--- src/design/mra_pkg.sv ---
// ----------------------------------------------------------------------------
// mra_pkg
// Shared types and constants of the masked rmse accumulator.
// ----------------------------------------------------------------------------
package mra_pkg;

  // configuration register indexes
  localparam logic [2:0] REG_CHANNELS = 3'd0;
  localparam logic [2:0] REG_WIDTH    = 3'd1;
  localparam logic [2:0] REG_HEIGHT   = 3'd2;
  localparam logic [2:0] REG_USE_MASK = 3'd3;
  localparam logic [2:0] REG_BOUNDARY = 3'd4;

  // result status codes
  localparam logic [1:0] ST_OK    = 2'd0;
  localparam logic [1:0] ST_EMPTY = 2'd1;
  localparam logic [1:0] ST_SMALL = 2'd2;

  // reset values of the registers
  localparam logic [2:0]  RST_CHANNELS = 3'd1;
  localparam logic [12:0] RST_WIDTH    = 13'd640;
  localparam logic [15:0] RST_HEIGHT   = 16'd480;

  // last iteration indexes of the divider and square root counters
  localparam logic [6:0] DIV_LAST  = 7'd95;
  localparam logic [6:0] ROOT_LAST = 7'd31;

  // divisor is channels squared times pixel count
  localparam int DIVISOR_W = 37;
  // effective width holds any legal maximum row length
  localparam int WEFF_W    = 15;

  typedef struct packed {
    logic clr;
    logic load_in;
    logic calc;
    logic upd;
    logic prep;
    logic div_step;
    logic root_load;
    logic root_step;
  } cmd_t;

  typedef struct packed {
    logic clr_last;
    logic frame_end;
    logic err;
  } sts_t;

endpackage

--- src/design/mra_ctrl.sv ---
// ----------------------------------------------------------------------------
// mra_ctrl
// Sequencer: clearing pass, per-pixel steps, frame-end divide and root.
// ----------------------------------------------------------------------------
module mra_ctrl (
  input  logic             clk,
  input  logic             rst_n,
  input  logic             in_valid,
  output logic             in_ready,
  output logic             out_valid,
  input  logic             out_ready,
  input  mra_pkg::sts_t    sts,
  output mra_pkg::cmd_t    cmd
);

  typedef enum logic [8:0] {
    S_CLEAR = 9'b000000001,
    S_IDLE  = 9'b000000010,
    S_CALC  = 9'b000000100,
    S_UPD   = 9'b000001000,
    S_PREP  = 9'b000010000,
    S_DIV   = 9'b000100000,
    S_LOAD  = 9'b001000000,
    S_ROOT  = 9'b010000000,
    S_OUT   = 9'b100000000
  } state_t;

  state_t     state_r, state_nxt;
  logic [6:0] cnt_r, cnt_nxt;

  always_comb begin
    state_nxt = state_r;
    cnt_nxt   = cnt_r;
    cmd       = '0;
    in_ready  = 1'b0;
    out_valid = 1'b0;
    case (state_r)
      S_CLEAR: begin
        cmd.clr = 1'b1;
        if (sts.clr_last) state_nxt = S_IDLE;
      end
      S_IDLE: begin
        in_ready    = 1'b1;
        cmd.load_in = in_valid;
        if (in_valid) state_nxt = S_CALC;
      end
      S_CALC: begin
        cmd.calc  = 1'b1;
        state_nxt = S_UPD;
      end
      S_UPD: begin
        cmd.upd   = 1'b1;
        state_nxt = sts.frame_end ? S_PREP : S_IDLE;
      end
      S_PREP: begin
        cmd.prep  = 1'b1;
        cnt_nxt   = mra_pkg::DIV_LAST;
        state_nxt = sts.err ? S_OUT : S_DIV;
      end
      S_DIV: begin
        cmd.div_step = 1'b1;
        cnt_nxt      = cnt_r - 7'd1;
        if (cnt_r == '0) state_nxt = S_LOAD;
      end
      S_LOAD: begin
        cmd.root_load = 1'b1;
        cnt_nxt       = mra_pkg::ROOT_LAST;
        state_nxt     = S_ROOT;
      end
      S_ROOT: begin
        cmd.root_step = 1'b1;
        cnt_nxt       = cnt_r - 7'd1;
        if (cnt_r == '0) state_nxt = S_OUT;
      end
      S_OUT: begin
        out_valid = 1'b1;
        if (out_ready) state_nxt = S_IDLE;
      end
      default: begin
        state_nxt = S_CLEAR;
      end
    endcase
  end

  always_ff @(posedge clk) begin
    if (!rst_n) begin
      state_r <= S_CLEAR;
      cnt_r   <= '0;
    end else begin
      state_r <= state_nxt;
      cnt_r   <= cnt_nxt;
    end
  end

endmodule

--- config.mk ---
export PLATFORM = sky130hd
export DESIGN_NAME = mra_ctrl
export DESIGN_NICKNAME = d
export VERILOG_FILES = /design/src/design/mra_pkg.sv /design/src/design/mra_ctrl.sv
export SDC_FILE = /design/constraint.sdc
export NUM_CORES = 1
export LEC_CHECK = 0
export ABC_AREA = 1
export BUFFER_PORTS_ARGS = -buffer_cell sky130_fd_sc_hd__buf_2
export CELL_PAD_IN_SITES_DETAIL_PLACEMENT = 0
export CELL_PAD_IN_SITES_GLOBAL_PLACEMENT = 1
export CORE_MARGIN = 2
export CORE_UTILIZATION = 34
export DETAILED_ROUTE_END_ITERATION = 7
export GPL_TIMING_DRIVEN = 0
export MAX_ROUTING_LAYER = met4
export PLACE_DENSITY = 0.68
export SYNTH_ARGS = -nofsm -noshare
export SYNTH_HDL_FRONTEND = slang
export SYNTH_SLANG_ARGS = --single-unit
--- constraint.sdc ---
create_clock -name clk -period 1.7 [get_ports clk]
set_clock_uncertainty 0.15 [all_clocks]
set_input_delay 0.34 -clock clk [delete_from_list [all_inputs] [get_ports clk]]
set_output_delay 0.34 -clock clk [all_outputs]
set_load 0.005 [all_outputs]
==> qor.yml, run 1 <==
die:
  design.die.area_um2: 3620
  placementRows: 20
  floorplan.die.height_um: 60.1
  initial_standard_cell_utilization_of_the_core_pct: 35.4
  die_x_um: 60.1
  core-area_um2: 3030
  design.portCount: 17
clock_network:
  htree_levels: 1
  clock_insertion_delay_worst_skew_ns: 0.30
  cts.hold.buffers_added: 0
  cts_buffers: 3
  clock_tree.buffer_depth: 2
  cts_tree: "yes"
  worst_setup_hold_path_clk_slew_ns: 0.11
  clockRootBuffer: "sky130_fd_sc_hd__clkbuf_4"
  clock-sinks: 16
timing:
  timing.max_slew.rel_slack_pct: 77.1
  max_freq_mhz: 531
  tns_ns: -1.04
  report.final.slew_viol_count: 0
  fin_hold_ws_ns: 0.147
  worst_pin_slew_ns: 0.341
  finalHoldViolations: 0
  period_share_pct: 111
  timing.final.setup_violations: 10
  post-route-min-period_ns: 1.88
  grt_setup_unrepaired: "yes"
  final.setup.worst_slack_ns: -0.183
pwr:
  leakagePower_uw: 0.000847
  ir_drop_uv: 682
  p_per_area_nw_per_um2: 1050
worst_setup_path:
  worst-path-buf-inv: 2
  worst_setup_path_start_kind: "flop"
  critical_path_arrival_ns: 1.39
  critical_path.cell_chain: "nor2_4, nand2_4, nor2_4, buf_4, and2_4, buf_6"
  worst_path_max_fanout: 4
  worstSetupEndpointType: "output pin"
  critical_path.most_common_cell: "sky130_fd_sc_hd__nor2_4"
  worstPathRequired_ns: 1.21
  critPathTopFamily: "simple AND/OR/NAND/NOR gates"
  worst_path_largest_cell_delay_ns: 0.37
  timing.critical_path.slowest_stage_cell: "sky130_fd_sc_hd__dfxtp_4"
  reg2reg_slack_ns: 0.03
  critical_path_class: "flop to output pin"
synth:
  syn-cell-area_um2: 1070
  synth_most_common_cell: "sky130_fd_sc_hd__inv_1"
  ys_seq_area_share_pct: 29.9
  netlist_instances: 159
  number_of_synthesized_register_bits: 16
  yosysTopAreaCellShare_pct: 29.9
  yosysWarningCount: 0
  synth.top_cells.by_count: "sky130_fd_sc_hd__inv_1, sky130_fd_sc_hd__nand3_1, sky130_fd_sc_hd__nand2_1"
  synth_cell_type_count: 24
  dominantRegCellSynth: "sky130_fd_sc_hd__dfxtp_1"
  synth_async_sr_flop_share_pct: 0
  synth_edf_count: 0
  post_synth_main_area_contributors: "sky130_fd_sc_hd__dfxtp_1, sky130_fd_sc_hd__nand3_1, sky130_fd_sc_hd__inv_1"
  synthesis.nets: 168
  netlist.top_cell.by_area: "sky130_fd_sc_hd__dfxtp_1"
  synthesis.area_per_instance_um2: 6.74
placed_design:
  globalplace.congestion: 0.771
  placed_instances: 219
  post-place-ws_ns: -0.0167
  placement.io_buffers: 16
  post-dp-hpwl_um: 2020
  post_dp_cell_area_um2: 1210
route:
  final_antenna_violating_net_count: 0
  finalWirelength_um: 3030
  route.detailed.vias_per_inst: 4.74
  vias: 1147
  drtIter0Drc: 45
  number_of_design_rule_violations_left_after_detail_routing: 0
  wire_per_inst_um: 12.5
  drt-pass1-iter-count: 4
finish:
  instances_no_fill: 242
  final_antenna_diode_count: 0
  post-route-cell-area_um2: 1610
  drive_above_1_share_pct: 47.5
  area_growth_syn_to_layout_pct: 50.6
  final_nets: 208
global_route:
  grtUsageTotal_pct: 18.3
  grt_max_degree: 11
  grt_first_pass_wirelength_um: 4730
  gr-total-overflow: 0
  vias_in_the_first_global_route: 1034
  antenna_found_initial: 0
hold_path:
  tightest_hold_check_type: "primary input to flop"
flow_run:
  maxCapViolCount: 0
status:
  run_status: "finished, violations left"
  violations: "negative setup slack"
[layout by cell type (no fill, tap or decap), drive strengths merged]
cell	instances
buf	35
inv	34
nand2	27
nor2	26
nand3	23
dfxtp	16
a21oi	10
nand4	4
o21ai	4
clkbuf	4
xor2	3
nor3	3
ha	2
nor4	2
and2	1
clkinv	1
o22ai	1
a31o	1
xnor2	1
[cell type report]
class	count	area, µm²
multi-input combinational	108	758
clock buffer	4	36.3
sequential	16	338
inverter	35	141
fill	324	1420
timing repair buffer	35	284
tap	44	55.1
[flip-flops by register name, summed over array words and instances (netlist names)]
register and flops:
state_r 9, cnt_r 7
[kinds of logic after synthesis]
logic type / share of synthesized area (%)
AOI/OAI and AO/OA: 8.29
xor gates and xnor gates: 3.27
adders and majority gates: 2.34
buffers and inverters: 12.3
DFF: 29.9
and+or+nand+nor: 43.9
[power breakdown]
part / leakage (µW) / internal (µW) / switching, µW
combinational: 0.000692 / 389 / 539
clock: 0.0000210 / 131 / 137
sequential: 0.000134 / 436 / 59.1
total: 0.000847 / 956 / 735
[worst reg2reg max path, delay by kind of cell, from the launching register on]
| kind | cells | cell delay [ns] |
|---|---|---|
| DFF | 1 | 0.45 |
| and+or+nand+nor | 4 | 0.48 |
| AOI/OAI and AO/OA | 1 | 0.14 |
| buffers and inverters | 3 | 0.36 |
[worst paths after layout]
path	from	end	cells after the start
min	sts[1]	state_r[4]$_SDFFE_PN0P_	3
max	state_r[4]$_SDFFE_PN0P_	in_ready	6
max reg2reg	state_r[8]$_SDFFE_PN0P_	cnt_r[0]$_SDFFE_PN0P_	8
min reg2reg	cnt_r[1]$_SDFFE_PN0P_	cnt_r[1]$_SDFFE_PN0P_	2
[what timing repair did]
item	4_1_cts	5_1_grt
pin swaps	11	14
endpoints found under the setup margin	10	22
buffers inserted	11	8
resized for setup	25	36
[routing by layer]
| layer | part of all wire (%) | track usage [%] | routed length (µm) | vias to the layer above |
|---|---|---|---|---|
| li1 | - | - | - | 589 |
| met1 | 45 | 22.8 | 1360 | 526 |
| met2 | 51 | 30.1 | 1560 | 24 |
| met3 | 2.1 | 1.95 | 65 | 8 |
| met4 | 1.6 | 6.98 | 48 | 0 |
| met5 | 0 | - | 0 | - |
[metrics by stage]
| stage | utilization [%] | power [µW] |
|---|---|---|
| 2_1_floorplan | - | 970 |
| 3_3_place_gp | 39.8 | 1110 |
| 6_report | 53.3 | 1690 |
| 3_5_place_dp | 39.8 | 1110 |
| 4_1_cts | 46.6 | 1530 |
| 5_1_grt | 53.3 | 1810 |
Power figures use the tool's default switching activity.
==> run 2: changes to the inputs <==
CTS_BUF_LIST = sky130_fd_sc_hd__clkbuf_8   (was unset)
==> run 2 against run 1 <==
  * The run still ends with negative setup slack left
  * Critical path type unchanged
  * Sequential share of layout area increased by 1.6 points
  * Total power decreased by 0.68%
  * Cell area decreased by 6.8%
  * Cell count decreased by 2.9%
  * Routed wire length decreased by 8.3%
  * Core utilization decreased by 3.6 points
  * Clock power increased by 28%
  * Maximum frequency increased by 5.2%
  * Via count decreased by 4.3%
  * Register-to-register slack improved by 0.05 ns
  * Critical path depth unchanged
  * Worst setup slack improved by 0.094 ns
==> qor.yml, run 2 (same netlist as run 1, synthesis figures left out) <==
finish:
  post-route-cell-area_um2: 1500  # was 1610 µm²
  final_nets: 201  # was 208
  layout.cells.most_common_list: "sky130_fd_sc_hd__inv_1, sky130_fd_sc_hd__nand3_1, sky130_fd_sc_hd__nand2_1"  # unchanged
  layout.area.seq_um2: 339  # was 338 µm²
  multi_input_area_um2: 724  # was 758 µm²
  max_flop_register: "state_r"  # unchanged
  area_growth_syn_to_layout_pct: 40.3  # was 50.6%
  drive_above_1_share_pct: 40.8  # was 47.5%
  final_antenna_diode_count: 0  # unchanged
  fillCellCount: 320  # was 324
  largestRegisters: "state_r: 9 flops, cnt_r: 7 flops"  # unchanged
  largest_register_ffs: 9  # unchanged
  final_common_cell: "sky130_fd_sc_hd__inv_1"  # unchanged
flow_run:
  maxCapViolCount: 0  # unchanged
timing:
  period_share_pct: 105  # was 111%
  max_freq_mhz: 559  # was 531 MHz
  grt_setup_unrepaired: "yes"  # unchanged
  worst_pin_slew_ns: 0.336  # was 0.341 ns
  final.setup.worst_slack_ns: -0.0896  # was -0.183 ns
  post-route-min-period_ns: 1.79  # was 1.88 ns
  report.final.slew_viol_count: 0  # unchanged
  timing.final.setup_violations: 8  # was 10
  finalHoldViolations: 0  # unchanged
  timing.max_slew.rel_slack_pct: 77.5  # was 77.1%
route:
  finalWirelength_um: 2780  # was 3030 µm
  wire_per_inst_um: 11.8  # was 12.5 µm
  route.detailed.vias_per_inst: 4.67  # was 4.74
  drtIter0Drc: 69  # was 45
  final_antenna_violating_net_count: 0  # unchanged
  drt-pass1-iter-count: 4  # unchanged
  number_of_design_rule_violations_left_after_detail_routing: 0  # unchanged
  vias: 1098  # was 1147
hold_path:
  tightest_hold_check_type: "primary input to flop"  # unchanged
  hold_depth: 3  # unchanged
worst_setup_path:
  worst_r2r_path_depth: 9  # was 8
  worst_path_largest_cell_delay_ns: 0.35  # was 0.37 ns
  worstPathRequired_ns: 1.21  # about the same
  worst-path-buf-inv: 3  # was 2
  timing.critical_path.depth: 6  # unchanged
  critical_path.most_common_cell: "sky130_fd_sc_hd__inv_1"  # was sky130_fd_sc_hd__nor2_4
  worst_setup_path_start_kind: "flop"  # unchanged
  critical_path_arrival_ns: 1.30  # was 1.39 ns
  critical_path.cell_chain: "inv_1, nand2_1, nor3_1, nand2_2, inv_1, buf_2"  # was nor2_4, nand2_4, nor2_4, buf_4, and2_4, buf_6
  worstSetupEndpointType: "output pin"  # unchanged
  critical_path_class: "flop to output pin"  # unchanged
  timing.critical_path.slowest_stage_cell: "sky130_fd_sc_hd__dfxtp_2"  # was sky130_fd_sc_hd__dfxtp_4
  worst_path_max_fanout: 4  # unchanged
  critPathTopFamily: "simple AND/OR/NAND/NOR gates"  # unchanged
pwr:
  total_power_uw: 1680  # was 1690 µW
  p_per_area_nw_per_um2: 1120  # was 1050 nW/µm²
  ir_drop_uv: 695  # was 682 µV
  leakagePower_uw: 0.000840  # was 0.000847 µW
die:
  placementRows: 20  # unchanged
  die_x_um: 60.1  # unchanged
  design.portCount: 17  # unchanged
  initial_standard_cell_utilization_of_the_core_pct: 35.4  # unchanged
  design.die.area_um2: 3620  # unchanged
  core-area_um2: 3030  # unchanged
  floorplan.die.height_um: 60.1  # unchanged
global_route:
  grt_first_pass_wirelength_um: 4550  # was 4730 µm
  antenna_found_initial: 0  # unchanged
  grt_max_degree: 11  # unchanged
  grtUsageTotal_pct: 17.4  # was 18.3%
  gr-total-overflow: 0  # unchanged
  vias_in_the_first_global_route: 986  # was 1034
placed_design:
  post-dp-hpwl_um: 2020  # unchanged
  globalplace.congestion: 0.771  # unchanged
  placement.io_buffers: 16  # unchanged
  post_dp_cell_area_um2: 1210  # unchanged
clock_network:
  clock-sinks: 16  # unchanged
  clockRootBuffer: "sky130_fd_sc_hd__clkbuf_8"  # was sky130_fd_sc_hd__clkbuf_4
  cts_buffers: 3  # unchanged
  clock_insertion_delay_worst_skew_ns: 0.25  # was 0.30 ns
  htree_levels: 1  # unchanged
  worst_setup_hold_path_clk_slew_ns: 0.07  # was 0.11 ns
  cts_tree: "yes"  # unchanged
  cts.hold.buffers_added: 0  # unchanged
  clock_tree.buffer_depth: 2  # unchanged
status:
  violations: "negative setup slack"  # unchanged
  run_status: "finished, violations left"  # unchanged
run 2: cell count changes in the layout (fill, tap and decap cells not counted), sizes merged:
cell / delta
buf: -7
run 2: stage by stage:
stage | std cells | hold slack [ns] | worst slack (ns) | setup TNS (ns) | util, %
3_5_place_dp | 219 | 0.334 | -0.0167 | -0.0167 | 39.8
5_1_grt | 235 | 0.198 | -0.195 | -1.25 | 49.6
6_report | 235 | 0.204 | -0.0896 | -0.421 | 49.6
2_1_floorplan | 159 | 0.274 | 0.243 | 0 | -
3_3_place_gp | 219 | 0.320 | -0.0280 | -0.0323 | 39.8
4_1_cts | 232 | 0.198 | -0.144 | -0.538 | 45.7
run 2: final timing paths:
path,from,endpoint,slack [ns]
setup reg to reg,state_r[4]$_SDFFE_PN0P_,state_r[0]$_SDFFE_PN1P_,0.08
setup / recovery,state_r[7]$_SDFFE_PN0P_,cmd[2],-0.09
hold / removal,sts[1],state_r[4]$_SDFFE_PN0P_,0.20
hold reg to reg,cnt_r[1]$_SDFFE_PN0P_,cnt_r[1]$_SDFFE_PN0P_,0.35
run 2: timing repair:
action / in CTS / in global routing
hold endpoints to repair: 0 / 0
gates resized for setup: 19 / 26
cloned: 0 / 0
setup endpoints to repair: 10 / 19
pin swaps: 11 / 8
setup buffers: 9 / 3
run 2: power by group:
part / leakage [µW] / switching (µW) / internal (µW)
Sequential: 0.000134 / 58.8 / 428
Combinational: 0.000677 / 496 / 355
Clock: 0.0000288 / 136 / 205
run 2: worst register-to-register path, cell delays in order, from the launching register on:
cell and delay [ns]:
sky130_fd_sc_hd__dfxtp_4 0.37, sky130_fd_sc_hd__nor2_4 0.11, sky130_fd_sc_hd__nand2_4 0.07, sky130_fd_sc_hd__buf_4 0.14, sky130_fd_sc_hd__buf_4 0.12, sky130_fd_sc_hd__buf_4 0.13
sky130_fd_sc_hd__nor3_2 0.18, sky130_fd_sc_hd__nor2_1 0.07, sky130_fd_sc_hd__nand3_1 0.08, sky130_fd_sc_hd__nand3_1 0.08
run 2: final cells by class:
class                           instances  share of cell area, %
Tap cell                               44                   3.66
Timing Repair Buffer                   28                   12.8
Clock buffer                            4                   3.66
Inverter                               35                   9.08
Multi-Input combinational cell        108                   48.2
Sequential cell                        16                   22.6
run 2: per-layer routing:
metal	share of wire (%)	GRT usage, %	vias up
li1	-	-	573
met1	48	23.1	509
met2	50	27.5	14
met3	2.0	2.60	2
met4	0.61	4.76	0
met5	0	-	-
